**src/sv/bdclp_pkg.sv**
```systemverilog
// ----------------------------------------------------------------------------
// bdclp_pkg
// Shared types and constants of the button debounce / click / long press unit.
// ----------------------------------------------------------------------------
`default_nettype none

package bdclp_pkg;

  localparam int unsigned FieldCount = 5;
  localparam int unsigned PinWidth   = 8;
  localparam int unsigned NowWidth   = 32;
  localparam int unsigned LongWidth  = 16;
  localparam int unsigned DebWidth   = 8;
  localparam int unsigned SelWidth   = 3;
  localparam int unsigned AddrWidth  = 3;
  localparam int unsigned CfgWidth   = 16;
  localparam int unsigned InWidth    = 40;  // pins + now, byte aligned
  localparam int unsigned OutWidth   = 16;  // five 2-bit events, byte aligned

  typedef enum logic [1:0] {
    EVT_NONE  = 2'd0,
    EVT_CLICK = 2'd1,
    EVT_LONG  = 2'd2
  } bdclp_evt_e;

  // register indexes on the write port
  localparam logic [AddrWidth-1:0] REG_LONG_PRESS = 3'd0;
  localparam logic [AddrWidth-1:0] REG_DEBOUNCE   = 3'd1;
  localparam logic [AddrWidth-1:0] REG_UP_BIT     = 3'd2;
  localparam logic [AddrWidth-1:0] REG_DOWN_BIT   = 3'd3;
  localparam logic [AddrWidth-1:0] REG_LEFT_BIT   = 3'd4;
  localparam logic [AddrWidth-1:0] REG_RIGHT_BIT  = 3'd5;
  localparam logic [AddrWidth-1:0] REG_PAIR_BIT   = 3'd6;

  localparam logic [LongWidth-1:0] LongPressReset = 16'd1000;
  localparam logic [DebWidth-1:0]  DebounceReset  = 8'd20;

  // timing settings shared by all lanes
  typedef struct packed {
    logic [LongWidth-1:0] long_press;
    logic [DebWidth-1:0]  debounce;
  } bdclp_timing_t;

endpackage : bdclp_pkg

`default_nettype wire

```
**src/sv/button_debounce_click_long_press_unit.sv**
```systemverilog
// ----------------------------------------------------------------------------
// button_debounce_click_long_press_unit
// Debounced multi-button reader with click and long press events.
// ----------------------------------------------------------------------------
// Usage:
//   Input stream: one request per port capture; tdata carries the 8 active-low
//   pin levels and the millisecond timestamp, tuser the change flag. A request
//   with the flag clear yields all-none events and leaves the state alone.
//   Output stream: one event word per request, 2 bits per button
//   (0 none, 1 click, 2 long press).
//   The event word is registered, in the skid entry if the output stalls. One
//   request per cycle is sustained while the receiver keeps up: each button lane
//   does two subtracts and compares on its own state; all lanes run in parallel.
//   A stalled receiver is covered by an output register plus one skid entry;
//   s_axis_tready drops only once both hold data.
//   Reset (async, active low) clears all button state to released, times to
//   zero and the settings to their defaults (1000 ms long press, 20 ms
//   debounce, buttons on bits 1..5). Settings are written through cfg_we_i
//   while the stream is idle (user's duty, not enforced); unknown indexes are ignored.
// ----------------------------------------------------------------------------
`default_nettype none

module button_debounce_click_long_press_unit
  import bdclp_pkg::*;
#(
  parameter int unsigned NUM_BUTTONS = 5,
  parameter int unsigned TIME_WIDTH  = 32
) (
  input  wire logic                 clk_i,
  input  wire logic                 rst_ni,
  input  wire logic                 cfg_we_i,
  input  wire logic [AddrWidth-1:0] cfg_addr_i,
  input  wire logic [CfgWidth-1:0]  cfg_wdata_i,
  input  wire logic                 s_axis_tvalid,
  output logic                      s_axis_tready,
  input  wire logic [InWidth-1:0]   s_axis_tdata,   // captured_pins[7:0], now_ms[39:8]
  input  wire logic                 s_axis_tuser,   // change_flagged
  output logic                      m_axis_tvalid,
  input  wire logic                 m_axis_tready,
  output logic [OutWidth-1:0]       m_axis_tdata    // up, down, left, right, pair
                                                    // (2 bits each), zero pad
);

  localparam int unsigned NumLanes = (NUM_BUTTONS > FieldCount) ? FieldCount : NUM_BUTTONS;

  logic [LongWidth-1:0] long_q;
  logic [DebWidth-1:0]  deb_q;
  logic [SelWidth-1:0]  sel_q [FieldCount];

  bdclp_timing_t         timing;
  logic                  lane_en;
  logic [PinWidth-1:0]   pins;
  logic [NowWidth-1:0]   now32;
  logic [TIME_WIDTH-1:0] now_t;
  logic [OutWidth-1:0]   merged;

  assign timing.long_press = long_q;
  assign timing.debounce   = deb_q;
  assign pins    = s_axis_tdata[PinWidth-1:0];
  assign now32   = s_axis_tdata[PinWidth +: NowWidth];
  assign lane_en = s_axis_tvalid && s_axis_tready && s_axis_tuser;

  if (TIME_WIDTH >= NowWidth) begin : g_now_wide
    assign now_t = TIME_WIDTH'(now32);
  end else begin : g_now_narrow
    assign now_t = now32[TIME_WIDTH-1:0];
  end

  // settings registers
  always_ff @(posedge clk_i or negedge rst_ni) begin
    if (!rst_ni) begin
      long_q   <= LongPressReset;
      deb_q    <= DebounceReset;
      sel_q[0] <= 3'd1;
      sel_q[1] <= 3'd2;
      sel_q[2] <= 3'd3;
      sel_q[3] <= 3'd4;
      sel_q[4] <= 3'd5;
    end else if (cfg_we_i) begin
      unique case (cfg_addr_i)
        REG_LONG_PRESS: long_q   <= cfg_wdata_i[LongWidth-1:0];
        REG_DEBOUNCE:   deb_q    <= cfg_wdata_i[DebWidth-1:0];
        REG_UP_BIT:     sel_q[0] <= cfg_wdata_i[SelWidth-1:0];
        REG_DOWN_BIT:   sel_q[1] <= cfg_wdata_i[SelWidth-1:0];
        REG_LEFT_BIT:   sel_q[2] <= cfg_wdata_i[SelWidth-1:0];
        REG_RIGHT_BIT:  sel_q[3] <= cfg_wdata_i[SelWidth-1:0];
        REG_PAIR_BIT:   sel_q[4] <= cfg_wdata_i[SelWidth-1:0];
        default: ;
      endcase
    end
  end

  // lanes, merged into one event word
  for (genvar i = 0; i < FieldCount; i++) begin : g_lane
    if (i < NumLanes) begin : g_on
      bdclp_evt_e evt;
      bdclp_lane #(
        .TIME_WIDTH(TIME_WIDTH)
      ) u_lane (
        .clk_i   (clk_i),
        .rst_ni  (rst_ni),
        .en_i    (lane_en),
        .pins_i  (pins),
        .sel_i   (sel_q[i]),
        .now_i   (now_t),
        .timing_i(timing),
        .evt_o   (evt)
      );
      assign merged[2*i +: 2] = evt;
    end else begin : g_off
      assign merged[2*i +: 2] = EVT_NONE;
    end
  end
  assign merged[OutWidth-1:2*FieldCount] = '0;

  bdclp_skid u_skid (
    .clk_i      (clk_i),
    .rst_ni     (rst_ni),
    .in_valid_i (s_axis_tvalid),
    .in_ready_o (s_axis_tready),
    .in_data_i  (merged),
    .out_valid_o(m_axis_tvalid),
    .out_ready_i(m_axis_tready),
    .out_data_o (m_axis_tdata)
  );

  // an unflagged request into an empty output shows an all-none word next cycle
  a_unflagged_none: assert property (@(posedge clk_i) disable iff (!rst_ni)
    s_axis_tvalid && s_axis_tready && !s_axis_tuser && !m_axis_tvalid
    |=> m_axis_tdata == '0)
    else $error("unflagged request produced an event");

  // a request taken while the output stalls fills the skid entry
  a_skid_fills: assert property (@(posedge clk_i) disable iff (!rst_ni)
    s_axis_tvalid && s_axis_tready && m_axis_tvalid && !m_axis_tready
    |=> !s_axis_tready && m_axis_tvalid)
    else $error("skid entry not held after stalled request");

  // no lane reports the unused event code
  a_event_code: assert property (@(posedge clk_i) disable iff (!rst_ni)
    m_axis_tvalid |-> (m_axis_tdata[1:0] != 2'd3) && (m_axis_tdata[3:2] != 2'd3) &&
                      (m_axis_tdata[5:4] != 2'd3) && (m_axis_tdata[7:6] != 2'd3) &&
                      (m_axis_tdata[9:8] != 2'd3))
    else $error("invalid event code");

endmodule : button_debounce_click_long_press_unit

`default_nettype wire

```
**src/sv/bdclp_lane.sv**
```systemverilog
// ----------------------------------------------------------------------------
// bdclp_lane
// One button: debounce against last accepted change, click / long press.
// ----------------------------------------------------------------------------
`default_nettype none

module bdclp_lane
  import bdclp_pkg::*;
#(
  parameter int unsigned TIME_WIDTH = 32
) (
  input  wire logic                  clk_i,
  input  wire logic                  rst_ni,
  input  wire logic                  en_i,       // accepted request with change flag
  input  wire logic [PinWidth-1:0]   pins_i,
  input  wire logic [SelWidth-1:0]   sel_i,
  input  wire logic [TIME_WIDTH-1:0] now_i,
  input  wire bdclp_timing_t         timing_i,
  output bdclp_evt_e                 evt_o
);

  logic                  stable_q, stable_d;
  logic [TIME_WIDTH-1:0] last_q, last_d;
  logic [TIME_WIDTH-1:0] start_q, start_d;

  logic                  pressed;
  logic [TIME_WIDTH-1:0] since_change;
  logic [TIME_WIDTH-1:0] held;
  logic                  take;

  always_comb begin
    pressed      = ~pins_i[sel_i];
    since_change = now_i - last_q;
    held         = now_i - start_q;
    take         = en_i && (pressed != stable_q) &&
                   (since_change >= TIME_WIDTH'(timing_i.debounce));
    stable_d = stable_q;
    last_d   = last_q;
    start_d  = start_q;
    evt_o    = EVT_NONE;
    if (take) begin
      stable_d = pressed;
      last_d   = now_i;
      if (pressed) begin
        start_d = now_i;
      end else begin
        evt_o = (held > TIME_WIDTH'(timing_i.long_press)) ? EVT_LONG : EVT_CLICK;
      end
    end
  end

  always_ff @(posedge clk_i or negedge rst_ni) begin
    if (!rst_ni) begin
      stable_q <= 1'b0;
      last_q   <= '0;
      start_q  <= '0;
    end else begin
      stable_q <= stable_d;
      last_q   <= last_d;
      start_q  <= start_d;
    end
  end

endmodule : bdclp_lane

`default_nettype wire

```
**src/sv/bdclp_skid.sv**
```systemverilog
// ----------------------------------------------------------------------------
// bdclp_skid
// Output register plus skid stage for the merged event word.
// ----------------------------------------------------------------------------
`default_nettype none

module bdclp_skid
  import bdclp_pkg::*;
(
  input  wire logic                clk_i,
  input  wire logic                rst_ni,
  input  wire logic                in_valid_i,
  output logic                     in_ready_o,
  input  wire logic [OutWidth-1:0] in_data_i,
  output logic                     out_valid_o,
  input  wire logic                out_ready_i,
  output logic [OutWidth-1:0]      out_data_o
);

  logic                out_valid_q, out_valid_d;
  logic                skid_valid_q, skid_valid_d;
  logic [OutWidth-1:0] out_data_q, out_data_d;
  logic [OutWidth-1:0] skid_data_q, skid_data_d;
  logic                push, pop;

  assign in_ready_o  = ~skid_valid_q;
  assign out_valid_o = out_valid_q;
  assign out_data_o  = out_data_q;

  always_comb begin
    push         = in_valid_i && ~skid_valid_q;
    pop          = out_valid_q && out_ready_i;
    out_valid_d  = out_valid_q;
    skid_valid_d = skid_valid_q;
    out_data_d   = out_data_q;
    skid_data_d  = skid_data_q;
    if (pop) begin
      if (skid_valid_q) begin
        out_data_d   = skid_data_q;
        skid_valid_d = 1'b0;
      end else if (push) begin
        out_data_d = in_data_i;
      end else begin
        out_valid_d = 1'b0;
      end
    end else if (push) begin
      if (!out_valid_q) begin
        out_data_d  = in_data_i;
        out_valid_d = 1'b1;
      end else begin
        skid_data_d  = in_data_i;
        skid_valid_d = 1'b1;
      end
    end
  end

  always_ff @(posedge clk_i or negedge rst_ni) begin
    if (!rst_ni) begin
      out_valid_q  <= 1'b0;
      skid_valid_q <= 1'b0;
    end else begin
      out_valid_q  <= out_valid_d;
      skid_valid_q <= skid_valid_d;
    end
  end

  always_ff @(posedge clk_i) begin
    out_data_q  <= out_data_d;
    skid_data_q <= skid_data_d;
  end

endmodule : bdclp_skid

`default_nettype wire
```
**config.mk**
```make
export PLATFORM = sky130hd
export DESIGN_NAME = button_debounce_click_long_press_unit
export DESIGN_NICKNAME = d
export VERILOG_FILES = /design/src/sv/bdclp_pkg.sv /design/src/sv/button_debounce_click_long_press_unit.sv /design/src/sv/bdclp_lane.sv /design/src/sv/bdclp_skid.sv
export SDC_FILE = /design/constraint.sdc
export NUM_CORES = 1
export LEC_CHECK = 0
export BUFFER_PORTS_ARGS = -buffer_cell sky130_fd_sc_hd__buf_2
export CAP_MARGIN = 10
export CORE_MARGIN = 1.5
export CORE_UTILIZATION = 48
export DETAILED_ROUTE_END_ITERATION = 6
export HOLD_SLACK_MARGIN = 0.06
export SLEW_MARGIN = 0
export SYNTH_ARGS = -nofsm -noshare
export SYNTH_HDL_FRONTEND = slang
export SYNTH_SLANG_ARGS = --single-unit
```
**constraint.sdc**
```tcl
create_clock -name clk_i -period 5.3 [get_ports clk_i]
set_input_delay 0.53 -clock clk_i [delete_from_list [all_inputs] [get_ports clk_i]]
set_output_delay 0.53 -clock clk_i [all_outputs]
set_load 0.1 [all_outputs]
```
=== After elaboration in Yosys (flattened, before gate mapping) ===
Index checks and enable logic that the tools add are counted.

* Output and inout bits: 18
* Word-level logic and storage cells: 142
* Input port bits: 65
* Bits in registers: 392

* Bitwise gates (word level): 7
* Equality and inequality tests: 14
* Order comparisons: 15
* Reduce and logical (&&, ||, !) cells: 33
* Add/sub/neg operators: 10
* Muxes and demuxes: 37

{| class="wikitable"
|+ Operator list
! operator !! count
|-
| $sub 32x32->32 || 10
|-
| $ge 32x8->1 || 5
|-
| $gt 32x16->1 || 5
|-
| $mux 16 || 5
|-
| $mux 2 || 15
|-
| $reduce_and 2->1 || 13
|-
| $lt 3x4->1 const B || 5
|-
| $bmux 1 s3 || 5
|-
| $logic_and 1x1->1 || 13
|-
| $mux 1 || 12
|-
| $eq 3x3->1 const B || 3
|-
| $reduce_and 3->1 || 3
|-
| $not 1->1 || 7
|-
| $eq 3x2->1 const B || 2
|-
| $ne 2x2->1 const B || 3
|-
| $reduce_bool 2->1 || 3
|-
| $ne 1x1->1 || 5
|-
| $eq 3x1->1 const B || 1
|-
| $logic_not 3->1 || 1
|}

=== Longest topological paths before layout ===
* Depth in word-level cells: 10
* Gate-level depth with buffers: 25

=== By module ===
From an unflattened synthesis, not the netlist that was laid out.

* Cell total of the unflattened synthesis: 4,722
* Area total of the unflattened synthesis: 40,426.3 µm²

{| class="wikitable"
|+ Modules (own cells, without submodules)
! module !! instances !! cells each !! area each (µm²)
|-
| bdclp_lane (g_lane[2].g_on.u_lane ...) || 2 || 878 || 7,373.3
|-
| bdclp_lane (g_lane[0].g_on.u_lane) || 1 || 1,061 || 7,946.4
|-
| bdclp_lane (g_lane[4].g_on.u_lane) || 1 || 912 || 7,482.2
|-
| bdclp_lane (g_lane[1].g_on.u_lane) || 1 || 840 || 7,370.8
|-
| button_debounce_click_long_press_unit || 1 || 89 || 1,545.2
|-
| bdclp_skid || 1 || 64 || 1,335.0
|}

=== Least setup slack after synthesis ===
OpenSTA, ideal clock, no wires.

* Path type: input to register
* From: input port s_axis_tdata[9]
* To: register u_skid.out_data_q[7], in the netlist u_skid.out_data_o[7] (data pin)
* Setup slack: -115 ps
* Buffers on the path: 0
* Arrival time: 5,159 ps
* Cell stages on the path: 17
* Required time: 5,044 ps
* Library setup time: 256 ps
* Path through: clkinv_1 fa_1 nand2b_1 a21o_1 a2111oi_0 nor2_1 xnor2_1 ha_1 nand4_1 or4_1 o21ai_0 or4b_2 a311oi_1 nand4_1 nor4_1 nand4_1 a22o_1

* Cells in the longest elaborated chain, start to end: 8
* Elaborated cells between the ends (all ways): 13

{| class="wikitable"
|+ RTL lines
! item !! line !! source
|-
| from (decl) || button_debounce_click_long_press_unit.sv:36 || <nowiki>input wire logic [InWidth-1:0] s_axis_tdata,</nowiki>
|-
| $sub 32x32->32 || bdclp_lane.sv:34 || <nowiki>held = now_i - start_q;</nowiki>
|-
| $gt 32x16->1 || bdclp_lane.sv:47 || <nowiki>evt_o = (held > TIME_WIDTH'(timing_i.long_press)) ? EVT_LONG : EVT_CLICK;</nowiki>
|-
| $mux 2 || bdclp_lane.sv:47 ||
|-
| $mux 2 || bdclp_lane.sv:44 || <nowiki>if (pressed) begin</nowiki>
|-
| $mux 2 (*) || bdclp_lane.sv:41 || <nowiki>if (take) begin</nowiki>
|-
| $mux 16, on equally long branches || bdclp_skid.sv:47, bdclp_skid.sv:41 ||
|-
| $mux 16, on equally long branches || bdclp_skid.sv:46, bdclp_skid.sv:38 ||
|-
| $mux 16 (*) || bdclp_skid.sv:37 || <nowiki>if (pop) begin</nowiki>
|-
| named net u_skid.out_data_d[7] || bdclp_skid.sv:22 || <nowiki>logic [OutWidth-1:0] out_data_q, out_data_d;</nowiki>
|-
| to (signal assigned) || bdclp_skid.sv:68 || <nowiki>out_data_q <= out_data_d;</nowiki>
|-
| to (decl) || bdclp_skid.sv:22 ||
|}

The timed path passes the listed nets; every way through them passes the cells marked *. The select of a mux whose other input is x is not followed.
A chain may end at the register's enable or synchronous reset.

=== Worst setup path in the final report ===
* From: register g_lane[3].g_on.u_lane.start_q[0]
* To: register u_skid.skid_data_q[6] (data pin)

* Cells in the longest elaborated chain, start to end: 5

{| class="wikitable"
|+ RTL lines
! item !! line !! source
|-
| from (decl) || bdclp_lane.sv:24 || <nowiki>logic [TIME_WIDTH-1:0] start_q, start_d;</nowiki>
|-
| from (signal assigned) || bdclp_lane.sv:60 || <nowiki>start_q <= start_d;</nowiki>
|-
| $sub 32x32->32 || bdclp_lane.sv:34 ||
|-
| $gt 32x16->1 || bdclp_lane.sv:47 ||
|-
| $mux 2 || bdclp_lane.sv:47 ||
|-
| $mux 2 || bdclp_lane.sv:44 ||
|-
| $mux 2 || bdclp_lane.sv:41 ||
|-
| named net g_lane[3].g_on.evt[0] || button_debounce_click_long_press_unit.sv:96 || <nowiki>bdclp_evt_e evt;</nowiki>
|-
| to (signal assigned) || bdclp_skid.sv:69 || <nowiki>skid_data_q <= skid_data_d;</nowiki>
|-
| to (decl) || bdclp_skid.sv:23 || <nowiki>logic [OutWidth-1:0] skid_data_q, skid_data_d;</nowiki>
|}

The timed path passes the listed nets, and every way through them passes these cells.

==> impl_metrics.toml <==
[run_status]
outcome = "finished, final reports clean"

[sta]
max_freq_mhz = 194
timing.final.crit_share_pct = 97.1
period_needed_ps = 5150
report.final.setup_viol = 0
layout_setup_ws_ps = 153
slew_viol_final = 0
relSlewSlack_pct = 35.2
hold_violations = 0
fin_skew_ps = 28.6
worstMarginPinSlew_ps = 944

[synth]
synthMuxAreaShare_pct = 10.8
synth_top_area_share_pct = 23.6
synth_xor_xnor_area_share_pct = 4.85
synth_area_leaders = "dfrtp_1, ha_1, mux2_2, a21oi_1, inv_1"
syn_area_sq_mm = 0.0372
yosys-top-cells-count = "ha_1, inv_1, a21oi_1"
synthSimpleGateAreaFrac_pct = 15.3
ys.flop_type = "dfrtp_1"
ys_ff_latch = 386
synth-compound-area-share_pct = 21.1
synth_top_family_by_area = "compound AO/OA/AOI/OAI gates"
synth_edf_count = 20
ys_seq_area_share_pct = 26.3
async_flop_share_pct = 94.8
yosysTopAreaCell = "dfrtp_1"
yosysMostFrequentCell = "ha_1"
synthCells = 4349
ys_types = 104
ys_warn_count = 0
synthAdderAreaFrac_pct = 15.0
syn_area_per_cell_sq_um = 8.56

[layout]
area_growth_pct = 12.3
fillers = 7214
drive_above_1_share_pct = 14.5
layout.cells.non_filler = 5551
fin_nets = 4982
ff_latch_area_sq_mm = 0.00978
stdcell_area_sq_mm = 0.0418
utilization_pct = 54.8
multi_input_area_sq_mm = 0.0251

[worst_hold_path]
hold_path.class = "primary input to flop"
worstHoldEndpoint = "long_q[11]"
hp-start = "cfg_wdata_i[11]"
hold_depth = 3

[grt]
grt_pass1_wl_microns = 184000
antenna_found_initial = 9
grt_use_total_pct = 29.9
grt_max_degree = 118
globalRouteOverflowTotal = 0
grt_pass1_vias = 31711

[worst_setup_path]
worstSetupStartpointType = "flop"
worstReg2RegEnd = "u_skid.skid_data_q[6]"
cp_max_fo = 4
worstSetupEndpointType = "flop"
worstReg2RegStart = "g_lane[3].g_on.u_lane.start_q[0]"
worstPathRequired_ps = 5750
reg2reg_slack_ps = 150
path_class = "flop to flop"
rr_worst_depth = 20
cp.arrival_ps = 5600

[routing]
via_count = 33213
avgRoutedWirePerCell_microns = 21.2
route.detailed.drc = 0
wirelength_microns = 118000
drtIter0Drc = 2772
via_per_inst = 5.98
ant_nets = 0
dr.pass1.iters = 6

[job]
max_cap_violations = 0

[power_and_ir_drop]
vdd_drop_max_mv = 0.469
p_sw_mw = 13.0
power_density_mw_per_mm2 = 662
clkPwrFrac_pct = 14.7
switching_share_pct = 46.8
intPower_mw = 14.7
seq_power_share_pct = 18.1
power.leakage_nw = 19.0
pwr-share-comb_pct = 67.2

[floorplanning]
die_h_microns = 281
design.core.area_sq_mm = 0.0763
rows = 101
ios = 83
die_area_sq_mm = 0.0792
die_w_microns = 281
start_util_pct = 48.8

[placement]
place_inst = 5452
routabilityCongestion = 0.930
numPortBuffers = 76
dp_slack_ps = -652
place_area_sq_mm = 0.0397
hpwl_microns = 90300

[clocking]
clkSlewWorstSetupHoldPaths_ps = 60
clk_path_buf_depth = 3
htree_levels = 2
root_buffer = "clkbuf_16"
cts_sinks = 386
insertion_delay_ps = 630
cts_tree = "yes"
cts_made_buffers = 51
[cells in the final DEF (no fill, tap or decap), drive strengths merged, types with 98 or more instances in the layout]
cell	n
ha	430
dfrtp	351
xnor2	136
a21oi	368
buf	259
nand4	98
mux2	307
nor2	226
nand3	110
inv	425
nand2	323
o21ai	269
a21o	107
[sequential cells by signal, indices dropped and copies added, names as in the netlist]
name                         count
u_skid.skid_valid_q              1
u_skid.out_data_o               10
g_lane.g_on.u_lane.start_q     160
sel_q                           15
g_lane.g_on.u_lane.stable_q      5
u_skid.out_valid_o               1
long_q                          16
u_skid.skid_data_q              10
deb_q                            8
g_lane.g_on.u_lane.last_q      160
[metrics by stage]
step | power (mW) | hold slack (ps) | setup TNS (ps)
2_1_floorplan | 18.7 | 234 | 0
3_3_place_gp | 23.0 | 470 | -2420
3_5_place_dp | 23.2 | 479 | -5420
4_1_cts | 27.5 | 69.0 | 0
5_1_grt | 30.2 | 116 | -118
6_report | 27.7 | 106 | 0
[power groups by stage]
| stage | registers (mW) | clock network (mW) | logic, mW |
|---|---|---|---|
| 6_report | 5.02 | 4.06 | 18.6 |
| 2_1_floorplan | 5.12 | 0 | 13.6 |
| 3_5_place_dp | 5.07 | 0 | 18.1 |
| 4_1_cts | 5.03 | 4.16 | 18.3 |
| 5_1_grt | 5.20 | 4.26 | 20.8 |
| 3_3_place_gp | 5.02 | 0 | 18.0 |
[area by class of cell]
cell class                 instances  share of cell area [%]
tap                             1030                    3.08
clock buffer                      59                    3.20
sequential                       386                    23.4
inverter                         424                    3.81
antenna                            1                 0.00599
multi-input combinational       3354                    60.1
timing repair buffer             260                    4.90
clock inverter                    37                    1.47
[cells by family after synthesis]
| kind of cell | after synthesis |
|---|---|
| compound gates | 1219 |
| simple gates | 1132 |
| buf+inv | 614 |
| fa+ha+maj | 440 |
| flops | 386 |
| mux | 351 |
| xor+xnor | 206 |
| other cells | 1 |
[how the worst max path moves through the flow]
stage                                     startpoint               endpoint  slack (ps)  depth (start not counted)
floorplan                            s_axis_tdata[8]   u_skid.out_data_o[7]         250                         18
global placement                     s_axis_tdata[8]   u_skid.out_data_o[7]        -530                         21
detailed placement                   s_axis_tdata[8]   u_skid.out_data_o[7]        -650                         21
CTS                 g_lane[3].g_on.u_lane.start_q[0]   u_skid.out_data_o[7]          10                         19
global route        g_lane[3].g_on.u_lane.start_q[0]  u_skid.skid_data_q[6]         -60                         20
finish              g_lane[3].g_on.u_lane.start_q[0]  u_skid.skid_data_q[6]         150                         20
[metal layers]
layer  track usage [%]  vias up  routed length [microns]
met1              41.2    15955                    53700
met4              13.2        4                     5850
met3              4.53      202                     7230
met2              46.4      934                    50800
met5                 0        -                       26
li1                  -    16118                        -
[critical path, stage by stage (launching register included)]
cell and delay (ps):
dfrtp_1 390, ha_2 190, fa_2 340, nand2b_1 170, a21o_1 240, a2111oi_4 360
buf_4 160, nor2_1 40, xnor2_1 130, ha_1 320, nand4_1 130, or4_4 450
o21ai_4 180, buf_4 130, or4b_2 600, a311oi_2 220, nand4_1 120, nor4_1 220
nand4_1 250, buf_4 200, nor3_1 120
[what timing repair did]
action,CTS,global route
hold buffers,1,0
gates cloned,0,0
endpoints found under the hold margin,94,0
buffers inserted,1,0
pin swaps,1,6
gates resized for setup,4,16
setup endpoints to repair,4,9
(Power assumes the default switching activity.)
